==> src/i2cm_pkg.sv <==
// shared types and constants for the i2c byte master
`timescale 1ns / 1ps
`default_nettype none

package i2cm_pkg;

  localparam int TICK_COUNTER_WIDTH_DEF = 16;
  localparam int QUEUE_DEPTH            = 2;
  localparam int HPT_W                  = 16;

  localparam logic [HPT_W-1:0] HALF_PERIOD_RESET = 16'd100;

  localparam logic [2:0] CMD_NONE  = 3'd0;
  localparam logic [2:0] CMD_START = 3'd1;
  localparam logic [2:0] CMD_STOP  = 3'd2;
  localparam logic [2:0] CMD_WRITE = 3'd3;
  localparam logic [2:0] CMD_READ  = 3'd4;

  localparam logic [1:0] STAT_OK       = 2'd0;
  localparam logic [1:0] STAT_NO_START = 2'd1;
  localparam logic [1:0] STAT_NACK     = 2'd2;

  // one tick as it travels from front to back
  typedef struct packed {
    logic [2:0] cmd;
    logic [7:0] write_data;
    logic       send_ack;
    logic       scl;
    logic       sda;
  } item_t;

  typedef struct packed {
    logic empty;
    logic full;
  } q_stat_t;

endpackage

`default_nettype wire

==> src/i2cm_fifo.sv <==
// short queue between the front and the bus engine
`timescale 1ns / 1ps
`default_nettype none

module i2cm_fifo #(
  parameter int DEPTH = i2cm_pkg::QUEUE_DEPTH
) (
  input  wire logic              clk,
  input  wire logic              rst,
  input  wire logic              push,
  input  wire i2cm_pkg::item_t   item_in,
  input  wire logic              pop,
  output i2cm_pkg::item_t        item_out,
  output i2cm_pkg::q_stat_t      stat
);

  localparam int PW = (DEPTH > 1) ? $clog2(DEPTH) : 1;
  localparam int CW = $clog2(DEPTH + 1);
  localparam logic [PW-1:0] LAST = PW'(DEPTH - 1);
  localparam logic [CW-1:0] FULL = CW'(DEPTH);

  i2cm_pkg::item_t mem [DEPTH];
  logic [PW-1:0] wr_ptr;
  logic [PW-1:0] rd_ptr;
  logic [CW-1:0] count;

  always_ff @(posedge clk) begin
    if (push) begin
      mem[wr_ptr] <= item_in;
    end
  end

  always_ff @(posedge clk) begin
    if (rst) begin
      wr_ptr <= '0;
      rd_ptr <= '0;
      count  <= '0;
    end else begin
      if (push) begin
        wr_ptr <= (wr_ptr == LAST) ? '0 : wr_ptr + 1'b1;
      end
      if (pop) begin
        rd_ptr <= (rd_ptr == LAST) ? '0 : rd_ptr + 1'b1;
      end
      if (push && !pop) begin
        count <= count + 1'b1;
      end else if (pop && !push) begin
        count <= count - 1'b1;
      end
    end
  end

  assign item_out   = mem[rd_ptr];
  assign stat.empty = (count == '0);
  assign stat.full  = (count == FULL);

endmodule

`default_nettype wire

==> src/i2cm_front.sv <==
// input side: takes a word each tick and decodes the command
`timescale 1ns / 1ps
`default_nettype none

module i2cm_front (
  input  wire logic              in_valid,
  output logic                   in_stall,
  input  wire logic [2:0]        mode,
  input  wire logic [7:0]        write_data,
  input  wire logic              send_ack,
  input  wire logic              scl_in,
  input  wire logic              sda_in,
  input  wire i2cm_pkg::q_stat_t stat,
  output logic                   push,
  output i2cm_pkg::item_t        item
);

  logic [2:0] cmd;

  // unused mode codes fold into no command
  always_comb begin
    case (mode)
      i2cm_pkg::CMD_START: cmd = i2cm_pkg::CMD_START;
      i2cm_pkg::CMD_STOP:  cmd = i2cm_pkg::CMD_STOP;
      i2cm_pkg::CMD_WRITE: cmd = i2cm_pkg::CMD_WRITE;
      i2cm_pkg::CMD_READ:  cmd = i2cm_pkg::CMD_READ;
      default:             cmd = i2cm_pkg::CMD_NONE;
    endcase
  end

  assign in_stall        = stat.full;
  assign push            = in_valid && !stat.full;
  assign item.cmd        = cmd;
  assign item.write_data = write_data;
  assign item.send_ack   = send_ack;
  assign item.scl        = scl_in;
  assign item.sda        = sda_in;

endmodule

`default_nettype wire

==> src/i2cm_engine.sv <==
// back side: bit-level bus sequencer, one tick per queued word
`timescale 1ns / 1ps
`default_nettype none

module i2cm_engine #(
  parameter int TICK_COUNTER_WIDTH = i2cm_pkg::TICK_COUNTER_WIDTH_DEF
) (
  input  wire logic                       clk,
  input  wire logic                       rst,
  input  wire logic                       cfg_we,
  input  wire logic [i2cm_pkg::HPT_W-1:0] cfg_wdata,
  input  wire i2cm_pkg::item_t            item,
  input  wire i2cm_pkg::q_stat_t          stat,
  output logic                            pop,
  output logic                            out_valid,
  input  wire logic                       out_stall,
  output logic                            scl_release,
  output logic                            sda_release,
  output logic                            busy_res,
  output logic                            done_res,
  output logic [1:0]                      status,
  output logic [7:0]                      read_data
);

  localparam int W    = TICK_COUNTER_WIDTH;
  localparam int CMPW = ((W > i2cm_pkg::HPT_W) ? W : i2cm_pkg::HPT_W) + 1;

  localparam logic [2:0] PH_IDLE   = 3'd0;
  localparam logic [2:0] PH_FIRST  = 3'd1;
  localparam logic [2:0] PH_WAIT   = 3'd2;
  localparam logic [2:0] PH_SECOND = 3'd3;
  localparam logic [2:0] PH_TAIL   = 3'd4;

  logic [i2cm_pkg::HPT_W-1:0] half_period;
  logic [2:0] phase, phase_next;
  logic [2:0] cmd, cmd_next;
  logic [3:0] bit_index, bit_index_next;
  logic [7:0] shift_byte, shift_byte_next;
  logic [W-1:0] count, count_next;
  logic ack_choice, ack_choice_next;
  logic scl_drive, scl_drive_next;
  logic sda_drive, sda_drive_next;
  logic [1:0] last_status, last_status_next;
  logic [7:0] received, received_next;
  logic done, done_next;

  logic [CMPW-1:0] cnt_inc;
  logic [CMPW-1:0] limit;
  logic            dly_end;
  logic [W-1:0]    cnt_adv;

  // zero half period counts as one tick; a full counter ends the delay
  assign cnt_inc = CMPW'(count) + 1'b1;
  assign limit   = (half_period == '0) ? CMPW'(1) : CMPW'(half_period);
  assign dly_end = (cnt_inc >= limit) || (&count);
  assign cnt_adv = count + 1'b1;

  assign pop = !stat.empty && (!out_valid || !out_stall);

  always_comb begin
    phase_next       = phase;
    cmd_next         = cmd;
    bit_index_next   = bit_index;
    shift_byte_next  = shift_byte;
    count_next       = count;
    ack_choice_next  = ack_choice;
    scl_drive_next   = scl_drive;
    sda_drive_next   = sda_drive;
    last_status_next = last_status;
    received_next    = received;
    done_next        = 1'b0;
    case (phase)
      PH_IDLE: begin
        if (item.cmd != i2cm_pkg::CMD_NONE) begin
          cmd_next       = item.cmd;
          bit_index_next = '0;
          count_next     = '0;
          phase_next     = PH_FIRST;
          case (item.cmd)
            i2cm_pkg::CMD_START: sda_drive_next = 1'b1;
            i2cm_pkg::CMD_STOP:  sda_drive_next = 1'b0;
            i2cm_pkg::CMD_WRITE: begin
              sda_drive_next  = item.write_data[7];
              shift_byte_next = {item.write_data[6:0], 1'b0};
            end
            default: begin
              sda_drive_next  = 1'b1;
              shift_byte_next = '0;
              ack_choice_next = item.send_ack;
            end
          endcase
        end
      end
      PH_FIRST: begin
        if (dly_end) begin
          count_next     = '0;
          scl_drive_next = 1'b1;
          phase_next     = PH_WAIT;
        end else begin
          count_next = cnt_adv;
        end
      end
      PH_WAIT: begin
        // clock stretching: hold until the slave lets scl go high
        if (item.scl) begin
          count_next = '0;
          phase_next = PH_SECOND;
        end
      end
      PH_SECOND: begin
        if (!dly_end) begin
          count_next = cnt_adv;
        end else begin
          count_next = '0;
          case (cmd)
            i2cm_pkg::CMD_START: begin
              if (!item.sda) begin
                sda_drive_next   = 1'b1;
                last_status_next = i2cm_pkg::STAT_NO_START;
                done_next        = 1'b1;
              end else begin
                sda_drive_next = 1'b0;
                phase_next     = PH_TAIL;
              end
            end
            i2cm_pkg::CMD_STOP: begin
              sda_drive_next = 1'b1;
              phase_next     = PH_TAIL;
            end
            i2cm_pkg::CMD_WRITE: begin
              scl_drive_next = 1'b0;
              if (!bit_index[3]) begin
                bit_index_next = bit_index + 1'b1;
                if (bit_index != 4'd7) begin
                  sda_drive_next  = shift_byte[7];
                  shift_byte_next = {shift_byte[6:0], 1'b0};
                end else begin
                  sda_drive_next = 1'b1;
                end
                phase_next = PH_FIRST;
              end else begin
                last_status_next = item.sda ? i2cm_pkg::STAT_NACK : i2cm_pkg::STAT_OK;
                done_next        = 1'b1;
              end
            end
            default: begin
              scl_drive_next = 1'b0;
              if (!bit_index[3]) begin
                shift_byte_next = {shift_byte[6:0], item.sda};
                bit_index_next  = bit_index + 1'b1;
                if (bit_index == 4'd7) begin
                  sda_drive_next = !ack_choice;
                end
                phase_next = PH_FIRST;
              end else begin
                sda_drive_next   = 1'b1;
                received_next    = shift_byte;
                last_status_next = i2cm_pkg::STAT_OK;
                done_next        = 1'b1;
              end
            end
          endcase
        end
      end
      PH_TAIL: begin
        if (dly_end) begin
          count_next = '0;
          if (cmd == i2cm_pkg::CMD_START) begin
            scl_drive_next = 1'b0;
          end
          last_status_next = i2cm_pkg::STAT_OK;
          done_next        = 1'b1;
        end else begin
          count_next = cnt_adv;
        end
      end
      default: begin
        phase_next = PH_IDLE;
      end
    endcase
    if (done_next) begin
      phase_next = PH_IDLE;
      count_next = '0;
    end
  end

  always_ff @(posedge clk) begin
    if (rst) begin
      half_period <= i2cm_pkg::HALF_PERIOD_RESET;
    end else if (cfg_we) begin
      half_period <= cfg_wdata;
    end
  end

  // state only moves when a word is popped, so a stalled result holds
  always_ff @(posedge clk) begin
    if (rst) begin
      phase       <= PH_IDLE;
      cmd         <= i2cm_pkg::CMD_NONE;
      bit_index   <= '0;
      shift_byte  <= '0;
      count       <= '0;
      ack_choice  <= 1'b0;
      scl_drive   <= 1'b1;
      sda_drive   <= 1'b1;
      last_status <= i2cm_pkg::STAT_OK;
      received    <= '0;
      done        <= 1'b0;
      out_valid   <= 1'b0;
    end else begin
      if (pop) begin
        phase       <= phase_next;
        cmd         <= cmd_next;
        bit_index   <= bit_index_next;
        shift_byte  <= shift_byte_next;
        count       <= count_next;
        ack_choice  <= ack_choice_next;
        scl_drive   <= scl_drive_next;
        sda_drive   <= sda_drive_next;
        last_status <= last_status_next;
        received    <= received_next;
        done        <= done_next;
        out_valid   <= 1'b1;
      end else if (!out_stall) begin
        out_valid <= 1'b0;
      end
    end
  end

  assign scl_release = scl_drive;
  assign sda_release = sda_drive;
  assign busy_res    = (phase != PH_IDLE);
  assign done_res    = done;
  assign status      = last_status;
  assign read_data   = received;

endmodule

`default_nettype wire

==> src/i2c_byte_master.sv <==
// i2c byte master: decoding front, word queue and bus sequencer
// an accepted word is queued, then its result word is registered in the engine
// throughput: one word per cycle when not stalled; each is one sequencer tick
// the queue holds two words and fills only while the result side stalls
// reset: synchronous rst, lines released, sequencer idle, half period 100 ticks
`timescale 1ns / 1ps
`default_nettype none

module i2c_byte_master #(
  parameter int TICK_COUNTER_WIDTH = i2cm_pkg::TICK_COUNTER_WIDTH_DEF
) (
  input  wire logic                       clk,
  input  wire logic                       rst,
  input  wire logic                       cfg_we,
  input  wire logic [i2cm_pkg::HPT_W-1:0] cfg_wdata,
  input  wire logic                       in_valid,
  output logic                            in_stall,
  input  wire logic [2:0]                 mode,
  input  wire logic [7:0]                 write_data,
  input  wire logic                       send_ack,
  input  wire logic                       scl_in,
  input  wire logic                       sda_in,
  output logic                            out_valid,
  input  wire logic                       out_stall,
  output logic                            scl_release,
  output logic                            sda_release,
  output logic                            busy_res,
  output logic                            done_res,
  output logic [1:0]                      status,
  output logic [7:0]                      read_data
);

  i2cm_pkg::item_t   front_item;
  i2cm_pkg::item_t   head_item;
  i2cm_pkg::q_stat_t q_stat;
  logic              push;
  logic              pop;

  i2cm_front u_front (
    .in_valid   (in_valid),
    .in_stall   (in_stall),
    .mode       (mode),
    .write_data (write_data),
    .send_ack   (send_ack),
    .scl_in     (scl_in),
    .sda_in     (sda_in),
    .stat       (q_stat),
    .push       (push),
    .item       (front_item)
  );

  i2cm_fifo #(
    .DEPTH (i2cm_pkg::QUEUE_DEPTH)
  ) u_fifo (
    .clk      (clk),
    .rst      (rst),
    .push     (push),
    .item_in  (front_item),
    .pop      (pop),
    .item_out (head_item),
    .stat     (q_stat)
  );

  i2cm_engine #(
    .TICK_COUNTER_WIDTH (TICK_COUNTER_WIDTH)
  ) u_engine (
    .clk         (clk),
    .rst         (rst),
    .cfg_we      (cfg_we),
    .cfg_wdata   (cfg_wdata),
    .item        (head_item),
    .stat        (q_stat),
    .pop         (pop),
    .out_valid   (out_valid),
    .out_stall   (out_stall),
    .scl_release (scl_release),
    .sda_release (sda_release),
    .busy_res    (busy_res),
    .done_res    (done_res),
    .status      (status),
    .read_data   (read_data)
  );

endmodule

`default_nettype wire

==> config.mk <==
export PLATFORM = sky130hd
export DESIGN_NAME = i2c_byte_master
export DESIGN_NICKNAME = d
export VERILOG_FILES = /design/src/i2cm_pkg.sv /design/src/i2cm_fifo.sv /design/src/i2cm_front.sv /design/src/i2cm_engine.sv /design/src/i2c_byte_master.sv
export SDC_FILE = /design/constraint.sdc
export NUM_CORES = 1
export LEC_CHECK = 0
export ABC_AREA = 1
export BUFFER_PORTS_ARGS = -buffer_cell sky130_fd_sc_hd__buf_2
export CAP_MARGIN = 20
export CORE_MARGIN = 10
export CORE_UTILIZATION = 50
export CTS_BUF_LIST = sky130_fd_sc_hd__clkbuf_16
export DETAILED_ROUTE_END_ITERATION = 10
export PLACE_DENSITY_LB_ADDON = 0.15
export SLEW_MARGIN = 30
export SYNTH_ARGS = -nofsm -noshare
export SYNTH_HDL_FRONTEND = slang
export SYNTH_HIERARCHICAL = 1
export SYNTH_SLANG_ARGS = --single-unit
export TNS_END_PERCENT = 100
==> constraint.sdc <==
create_clock -name clk -period 3.1 [get_ports clk]
set_input_delay 0.31 -clock clk [delete_from_list [all_inputs] [get_ports clk]]
set_output_delay 0.31 -clock clk [all_outputs]
set_load 0.1 [all_outputs]
==> results of run 1 <==
cells in the mapped netlist, types with 5 or more instances:
cell	instances	share of area [%]
a211oi_2	9	2.2
a21oi_1	46	4.4
buf_2	5	0.48
buf_4	13	1.9
clkbuf_1	8	0.58
dfxtp_1	70	27
edfxtp_1	28	16
ha_1	19	4.6
inv_1	75	5.4
inv_2	6	0.44
mux2_2	14	3.0
nand2_1	110	8.0
nand2_2	5	0.60
nand3_1	37	3.6
nand4_1	8	0.97
nor2_1	89	6.5
nor3_1	6	0.58
o21ai_0	41	4.0
xor2_1	10	1.7
layer usage:
metal	wire length, µm	global-route usage (%)	vias to the layer above
met2	4959	22.23	121
met1	5763	21.80	1938
met4	136	5.291	0
met5	0	0	-
met3	632	3.839	8
li1	-	-	2206
per-stage QoR:
stage	hold WS, ns	setup slack [ns]
after floorplan	0.3824	0.2436
after global placement	0.4492	0.1476
after detailed placement	0.4547	0.07117
after CTS	0.1342	0.03337
after global routing	0.1324	-0.02902
final	0.1480	0.2127
where the power goes:
group / switching, mW / total, mW / internal (mW)
combinational: 1.94 / 2.90 / 0.968
sequential: 0.214 / 1.84 / 1.62
clock: 0.519 / 1.08 / 0.564
path summary, 6_finish.rpt:
kind,cells past startpoint,slack (ns),to
worst max-delay path,19,0.21,u_engine/count[13]$_SDFFE_PP0P_
worst min register to register,2,0.46,u_engine/read_data[7]$_SDFFE_PP0P_
worst min-delay path,1,0.15,u_fifo/mem[0][10]$_DFFE_PP_
worst max register to register,19,0.21,u_engine/count[13]$_SDFFE_PP0P_
flip-flops by register name, summed over array words and instances (netlist names), 2 cells and up, named ones only:
name	flops
u_engine/bit_index	4
u_engine/half_period	16
u_engine/phase	3
u_engine/read_data	8
u_engine/cmd	3
u_fifo/mem	28
u_engine/status	2
u_fifo/count	2
u_engine/shift_byte	8
u_engine/count	16
cell families (layout without fill, tap and decap cells):
group,count (synthesis),after routing,synth area share [%]
AND/OR/NAND/NOR,279,280,24.69
buffers and inverters,111,160,9.550
AO/OA/AOI/OAI,109,109,12.60
flip-flops,98,98,43.33
adder cells (fa/ha/maj),19,19,4.594
multiplexers,14,14,3.046
XOR/XNOR,13,13,2.200
worst max-delay path, stage by stage (launching register included):
cell and delay, ns:
dfxtp_1 0.38, nand3_1 0.18, nor2_2 0.18, nand4_1 0.17, nor2_1 0.16, xnor2_1 0.15, inv_1 0.06, ha_1 0.29
nand2_1 0.09, inv_1 0.06, nand2_1 0.06, nand2_1 0.07, nor2_1 0.11, nor2_1 0.05, nor2_2 0.15, nand3_4 0.14
buf_4 0.16, o21ai_0 0.13, o21ai_0 0.10, nor2_1 0.10
repair_timing:
action	4_1_cts	5_1_grt
resized for setup	0	23
setup buffers	0	4
hold buffers	0	0
endpoints found under the setup margin	0	43
final cells by class:
cell class / count / area (µm²)
fill: 940 / 4303
multi-input combinational: 435 / 2515
sequential: 98 / 2248
timing repair buffer: 63 / 347.8
inverter: 81 / 306.5
clock buffer: 9 / 225.2
tap: 136 / 170.2
clock inverter: 7 / 68.82
==> out/metrics.csv, run 1 <==
stage,metric,value,unit
outcome,status,"finished, final reports clean",
floorplan,initial_core_util,50.81,%
place,routabilityCongestion,0.9084,
cells_and_area,drive_above_1_share,21.65,%
synthesis,synth.avg_cell_area,8.048,µm²
floorplan,die_w,121.7,µm
synthesis,yosys_register_bits,98,
floorplan,pin_count,51,
sta,post-route-period-util,93.14,%
synthesis,async_flop_share,0,%
floorplan,die_area,14820,µm²
route,first_pass_iters,5,
sta,max_freq,0.3463,GHz
worst_hold_path,hp-class,in2reg,
cells_and_area,fin_area,5882,µm²
place,io_buffers,50,
sta,layout_min_cycle_time,2.887,ns
sta,fin_setup_tns,0,ns
sta,fin_skew,0.008877,ns
clock_tree,clkLatencyLatePin,0.35,ns
clock_tree,clk_pin_slew,0.07,ns
pwr,p_leak,2.566,nW
route,routed_wl,11490,µm
floorplan,die_y,121.7,µm
cells_and_area,layout_common_cells,"nand2_1, nor2_1, inv_1",
clock_tree,cts.sinks,98,
critical_path,cp_max_fo,5,
route,drc,0,
global_routing,grt_pass1_vias,3896,
sta,rsz0062_at_grt,true,
floorplan,rows,37,
job,maxCapViolations,0,
pwr,power,5.824,mW
cells_and_area,fin_nets,742,
critical_path,start_kind,flop,
synthesis,yosysWarnings,6,
critical_path,critPathKind,reg2reg,
place,dp.cells,808,
route,drt-vias-per-instance,5.154,
critical_path,required,3.38,ns
clock_tree,cts_root_buf,clkbuf_16,
cells_and_area,final_common_cell,nand2_1,
cells_and_area,final_cells,829,
critical_path,end_kind,flop,
global_routing,grt_pass1_wl,18620,µm
cells_and_area,area_delta_synth_final,13.66,%
global_routing,antenna_found_initial,0,
place,dpl_cell_area,5478,µm²
synthesis,ys_seq_area_share,43.33,%
route,drt_iter0_drc,285,
synthesis,postSynthCellCount,643,
clock_tree,clockBufferDepth,2,
floorplan,coreArea,10180,µm²
synthesis,synth_top_flop_cell,dfxtp_1,
clock_tree,cts_buffers,9,
sta,max_slew_margin,36.48,%
global_routing,overflow,0,
global_routing,grt_start_max_net_pins,37,
worst_hold_path,worstHoldStart,write_data[7],
global_routing,grt.total_usage,15.37,%
synthesis,synth-edff-count,28,
critical_path,crit_start,u_engine/count[2]$_SDFFE_PP0P_,
sta,tightest_slew,0.9470,ns
synthesis,netlist_area,5175,µm²
place,hpwlAfterDp,8519,µm
sta,setup_viol,0,
critical_path,cp.arrival,3.17,ns
sta,slew_violations,0,
cells_and_area,diodes,0,
synthesis,netlist-cell-type-count,46,
critical_path,rr_startpoint,u_engine/count[2]$_SDFFE_PP0P_,
clock_tree,cts-htree-levels,3,
route,postRouteAntennaNets,0,
synthesis,synth_nets,697,
clock_tree,cts_tree,built,
route,wl_per_cell,13.86,µm
pwr,power_density,990.1,nW/µm²
route,vias,4273,
pwr,ir_drop,0.5576,mV
cells_and_area,post-route-util,57.75,%
sta,timing_hold_violations_final,0,
Power figures use the tool's default switching activity.
==> inputs of run 2 (changes only) <==
CORE_ASPECT_RATIO = 0.6   (was not set)
SETUP_SLACK_MARGIN = 0.3   (was not set)
==> out/metrics.csv, run 2 (synthesized netlist as in run 1, its figures left out) <==
stage,metric,value,unit,change
global_routing,grt_pass1_vias,4061,,+4.2%
cells_and_area,final_cells,844,,+1.8%
sta,setup_viol,0,,unchanged
global_routing,grt_pass1_wl,20580,µm,+11%
sta,tightest_slew,0.6242,ns,-0.3228 ns
critical_path,path_cells,ha_4 -> nand2_4 -> nor2_4 -> buf_4 -> nand2_4 -> nor2_4 -> xor2_2 -> ha_4 -> a21oi_4 -> nor2_4 -> nor2_1 -> nor2_1 -> nor2_2 -> nand3_4 -> clkinvlp_4 -> nand2_2 -> a211oi_2,,
job,maxCapViolations,0,,unchanged
route,drt-vias-per-instance,5.402,,+4.8%
sta,max_freq,0.3428,GHz,-1.0%
route,postRouteAntennaNets,0,,unchanged
pwr,ir_drop,0.5949,mV,+6.7%
sta,fin_setup_tns,0,ns,unchanged
critical_path,rr_startpoint,u_engine/count[1]$_SDFFE_PP0P_,,
pwr,p_leak,2.710,nW,+5.6%
place,routabilityCongestion,0.9220,,+1.5%
clock_tree,cts_buffers,9,,unchanged
sta,post-route-period-util,94.09,%,+0.95 points
critical_path,cpMaxStageDelayCell,dfxtp_4,,
route,first_pass_iters,5,,unchanged
route,wl_per_cell,15.98,µm,+15%
global_routing,overflow,0,,unchanged
outcome,status,"finished, final reports clean",,
critical_path,cpPeakStageDelay,0.39,ns,about the same
floorplan,die_y,98.81,µm,-19%
sta,timing_hold_violations_final,0,,unchanged
floorplan,die_w,151.3,µm,+24%
floorplan,pin_count,51,,unchanged
floorplan,coreArea,9985,µm²,-2.0%
cells_and_area,drive_above_1_share,29.90,%,+8.3 points
clock_tree,clockBufferDepth,2,,unchanged
cells_and_area,area_delta_synth_final,22.03,%,
floorplan,rows,28,,-24%
cells_and_area,diodes,0,,unchanged
clock_tree,cts_root_buf,clkbuf_16,,
sta,rsz0062_at_grt,true,,
critical_path,cp_max_fo,6,,+1
clock_tree,clk_pin_slew,0.07,ns,about the same
critical_path,cpMostUsedCell,nor2_4,,
route,routed_wl,13490,µm,+17%
critical_path,cp.arrival,3.18,ns,about the same
cells_and_area,reg.largest.list,"u_fifo/mem x28, u_engine/count x16, u_engine/half_period x16",,
route,drc,0,,unchanged
cells_and_area,final_common_cell,nand2_1,,
place,dp.cells,805,,-0.37%
critical_path,start_kind,flop,,
critical_path,critPathKind,reg2reg,,
clock_tree,cts.sinks,98,,unchanged
sta,layout_min_cycle_time,2.917,ns,+0.02945 ns
sta,fin_skew,0.007955,ns,-0.0009219 ns
pwr,power_density,1014,nW/µm²,+2.4%
cells_and_area,largest_register_ffs,28,,unchanged
place,hpwlAfterDp,9038,µm,+6.1%
place,io_buffers,50,,unchanged
critical_path,crit_start,u_engine/count[1]$_SDFFE_PP0P_,,
clock_tree,cts_tree,built,,
sta,max_slew_margin,58.34,%,+22 points
worst_hold_path,hp-class,in2reg,,
floorplan,initial_core_util,51.83,%,+1.0 points
clock_tree,clkLatencyLatePin,0.35,ns,about the same
global_routing,antenna_found_initial,0,,unchanged
critical_path,required,3.36,ns,-0.02 ns
cells_and_area,top_register,u_fifo/mem,,
sta,slew_violations,0,,unchanged
global_routing,grt.total_usage,17.02,%,+1.6 points
critical_path,end_kind,flop,,
route,drt_iter0_drc,370,,+30%
global_routing,grt_start_max_net_pins,37,,unchanged
clock_tree,cts_hold_buf,0,,unchanged
worst_hold_path,worstHoldStart,write_data[1],,
route,vias,4559,,+6.7%
cells_and_area,fin_nets,758,,+2.2%
clock_tree,cts-htree-levels,3,,unchanged
cells_and_area,layout_common_cells,"nand2_1, nor2_1, inv_1",,
cells_and_area,post-route-util,63.25,%,+5.5 points
floorplan,die_area,14950,µm²,+0.90%
[run 2: cell types whose count changed in the layout (fill, tap and decap cells not counted), sizes merged]
cell / change
clkinv: -2
buf: +15
clkinvlp: +1
inv: +2
[run 2: repair_timing]
item / CTS / global route
gates resized for setup: 43 / 55
endpoints found under the setup margin: 44 / 44
setup buffers: 10 / 11
hold endpoints to repair: 0 / 0
pin swaps: 19 / 40
cloned: 2 / 0
[run 2: worst max-delay path, delay by kind of cell (launching register included)]
family | cells | cell delay (ns)
compound gates | 2 | 0.36
xor+xnor | 1 | 0.25
fa+ha+maj | 2 | 0.42
buf+inv | 2 | 0.34
flops | 1 | 0.39
simple gates | 10 | 1.06
[run 2: power by group]
part | switching (mW) | leakage [nW] | internal [mW] | total [mW]
clock network | 0.514 | 0.135 | 0.558 | 1.07
logic | 2.24 | 1.73 | 1.19 | 3.43
registers | 0.250 | 0.843 | 1.64 | 1.89
total | 3.01 | 2.71 | 3.40 | 6.40
[run 2: final timing paths]
kind	endpoint	slack (ns)	cells after the start
setup / recovery	u_engine/count[4]$_SDFFE_PP0P_	0.18	17
hold / removal	u_fifo/mem[1][4]$_DFFE_PP_	0.15	1
setup reg to reg	u_engine/count[4]$_SDFFE_PP0P_	0.18	17
hold reg to reg	u_engine/read_data[2]$_SDFFE_PP0P_	0.46	2
[run 2: cell type report]
type                            instances  area (µm²)
Sequential cell                        98        2271
Inverter                               81       306.5
Clock buffer                            9       225.2
Tap cell                              135       168.9
Multi-Input combinational cell        435        2811
Fill cell                             834        3670
Timing Repair inverter                  1       7.507
Clock inverter                          7       58.81
Timing Repair Buffer                   78       465.4
[run 2: per-stage QoR]
step                hold slack, ns  area (µm²)  power, mW  setup WS (ns)
floorplan                   0.3824        5185      4.052         0.3241
global placement            0.4480        5472      4.529        0.09481
detailed placement          0.4526        5472      4.585        0.01248
CTS                         0.1415        6010      5.952         0.3068
global route                0.1394        6315      6.811        0.09074
finish                      0.1500        6315      6.400         0.1832
[run 2: routing by layer]
metal | share of wire (%) | wire length [µm] | GRT usage (%) | vias up
met5 | 0 | 0 | 0 | -
met4 | 1.3 | 181 | 4.422 | 0
met3 | 7.7 | 1038 | 4.566 | 21
met2 | 40 | 5337 | 21.23 | 189
met1 | 51 | 6930 | 27.18 | 2111
li1 | - | - | - | 2238
==> inputs of run 3 (changes only) <==
BUFFER_PORTS_ARGS = -buffer_cell sky130_fd_sc_hd__clkbuf_2   (was -buffer_cell sky130_fd_sc_hd__buf_2)
CORE_MARGIN = not set   (was 10)
==> out/metrics.csv, run 3 (synthesized netlist as in run 1, its figures left out) <==
stage,metric,value,unit,change
critical_path,crit_start,u_engine/count[1]$_SDFFE_PP0P_,,
global_routing,antenna_found_initial,0,,unchanged
cells_and_area,fin_nets,755,,-0.40%
route,drt-vias-per-instance,5.414,,+0.22%
clock_tree,cts-htree-levels,3,,unchanged
sta,setup_viol,0,,unchanged
clock_tree,cts_tree,built,,
critical_path,cpPeakStageDelay,0.39,ns,about the same
cells_and_area,final_cells,841,,-0.36%
critical_path,start_kind,flop,,
cells_and_area,reg.largest.list,"u_fifo/mem x28, u_engine/count x16, u_engine/half_period x16",,
route,first_pass_iters,5,,unchanged
global_routing,grt_start_max_net_pins,37,,unchanged
route,wl_per_cell,15.62,µm,-2.3%
place,hpwlAfterDp,8650,µm,-4.3%
sta,post-route-period-util,93.20,%,-0.89 points
pwr,power_density,1023,nW/µm²,+0.97%
route,routed_wl,13140,µm,-2.6%
route,wl_met3,1200,µm,+16%
clock_tree,cts.sinks,98,,unchanged
pwr,power,6.433,mW,+0.51%
route,dr_wl_met2,5180,µm,-2.9%
critical_path,required,3.38,ns,+0.02 ns
outcome,status,"finished, final reports clean",,
floorplan,die_area,10770,µm²,-28%
critical_path,cp_max_fo,6,,unchanged
global_routing,grt.total_usage,23.38,%,+6.4 points
sta,slew_violations,0,,unchanged
job,maxCapViolations,0,,unchanged
floorplan,rows,28,,unchanged
cells_and_area,post-route-util,63.18,%,-0.067 points
cells_and_area,layout_common_cells,"nand2_1, nor2_1, inv_1",,
critical_path,end_kind,flop,,
sta,layout_min_cycle_time,2.889,ns,-0.02745 ns
cells_and_area,largest_register_ffs,28,,unchanged
clock_tree,clockBufferDepth,2,,unchanged
cells_and_area,top_register,u_fifo/mem,,
route,highest_layer,met4,,
route,routedLengthMet1,6561,µm,-5.3%
critical_path,critPathKind,reg2reg,,
sta,fin_skew,0.005617,ns,-0.002338 ns
sta,max_freq,0.3461,GHz,+0.95%
global_routing,grt_pass1_vias,3839,,-5.5%
cells_and_area,drive_above_1_share,29.18,%,-0.72 points
cells_and_area,diodes,0,,unchanged
sta,timing_hold_violations_final,0,,unchanged
sta,fin_setup_tns,0,ns,unchanged
clock_tree,clk_pin_slew,0.07,ns,about the same
sta,tightest_slew,0.5993,ns,-0.02490 ns
global_routing,overflow,0,,unchanged
place,routabilityCongestion,0.8944,,-3.0%
route,drt_iter0_drc,500,,+35%
pwr,ir_drop,0.5777,mV,-2.9%
clock_tree,clkLatencyLatePin,0.34,ns,about the same
cells_and_area,fin_area,6286,µm²,-0.46%
worst_hold_path,hp-class,in2reg,,
worst_hold_path,worstHoldStart,write_data[1],,
route,drc,0,,unchanged
clock_tree,cts_hold_buf,0,,unchanged
clock_tree,cts_buffers,9,,unchanged
floorplan,coreArea,9950,µm²,-0.35%
critical_path,cp.arrival,3.17,ns,about the same
critical_path,path_cells,ha_4 -> nand2_4 -> nor2_4 -> buf_6 -> nand2_8 -> nor2_4 -> xor2_2 -> ha_4 -> a21oi_4 -> nor2_4 -> nor2_1 -> nor2_1 -> nor2_2 -> nand3_4 -> nand2_4 -> nand2_4 -> nand3b_1 -> nand2_1 -> nor2_1,,
route,postRouteAntennaNets,0,,unchanged
sta,max_slew_margin,60.00,%,+1.7 points
cells_and_area,final_common_cell,nand2_1,,
critical_path,cpMaxStageDelayCell,dfxtp_4,,
clock_tree,cts_root_buf,clkbuf_16,,
floorplan,initial_core_util,52.01,%,+0.18 points
floorplan,pin_count,51,,unchanged
sta,rsz0062_at_grt,true,,
pwr,p_leak,2.689,nW,-0.76%
critical_path,rr_startpoint,u_engine/count[1]$_SDFFE_PP0P_,,
place,dp.cells,805,,unchanged
floorplan,die_y,80.81,µm,-18%
place,dpl_cell_area,5472,µm²,unchanged
floorplan,die_w,133.3,µm,-12%
place,io_buffers,50,,unchanged
cells_and_area,area_delta_synth_final,21.47,%,
route,vias,4553,,-0.13%
global_routing,grt_pass1_wl,19350,µm,-5.9%
==> run 3: cell count changes in the layout (fill, tap and decap cells not counted), sizes merged <==
cell      delta
clkbuf      +51
inv          +1
buf         -54
clkinvlp     -2
nand2        +1
==> run 3: metal layers <==
metal	vias to the layer above	GRT usage (%)
li1	2234	-
met1	2042	36.41
met2	248	31.93
met3	29	5.868
met4	0	4.432
met5	-	0
==> run 3: stage by stage <==
step	worst slack (ns)	hold slack [ns]
2_1_floorplan	0.3241	0.3824
5_1_grt	0.03287	0.1405
3_3_place_gp	0.1688	0.4510
6_report	0.2107	0.1556
4_1_cts	0.3010	0.1435
3_5_place_dp	-0.02367	0.4531
==> run 3: final cells by class <==
cell class / instances / area, µm²
clock inverter: 6 / 46.29
inverter: 81 / 311.5
tap: 135 / 168.9
fill: 823 / 3664
sequential: 98 / 2271
timing repair inverter: 1 / 6.256
multi-input combinational: 436 / 2798
clock buffer: 10 / 250.2
timing repair buffer: 74 / 434.2
==> run 3: what timing repair did <==
action / in CTS / in global routing
gates cloned: 1 / 2
setup endpoints to repair: 44 / 44
buffers inserted: 8 / 9
resized for setup: 38 / 59
pin swaps: 15 / 31
==> run 3: final timing paths <==
| check | to | slack (ns) | cells past startpoint |
|---|---|---|---|
| min | u_fifo/mem[0][4]$_DFFE_PP_ | 0.16 | 1 |
| max reg2reg | u_engine/phase[1]$_SDFFE_PP0P_ | 0.21 | 19 |
| max | u_engine/phase[1]$_SDFFE_PP0P_ | 0.21 | 19 |
| min reg2reg | u_engine/sda_release$_SDFFE_PP1P_ | 0.46 | 2 |
==> run 3: power breakdown <==
group          internal [mW]  total (mW)  switching [mW]
clock network          0.601        1.11           0.506
registers               1.64        1.90           0.253
logic                   1.14        3.43            2.29
==> run 3: critical path: cells and delay by family, from the launching register on <==
family                   cells  cell delay [ns]
AO/OA/AOI/OAI                1             0.16
XOR/XNOR                     1             0.25
adder cells (fa/ha/maj)      2             0.43
buffers and inverters        1             0.15
flip-flops                   1             0.39
AND/OR/NAND/NOR             14             1.44
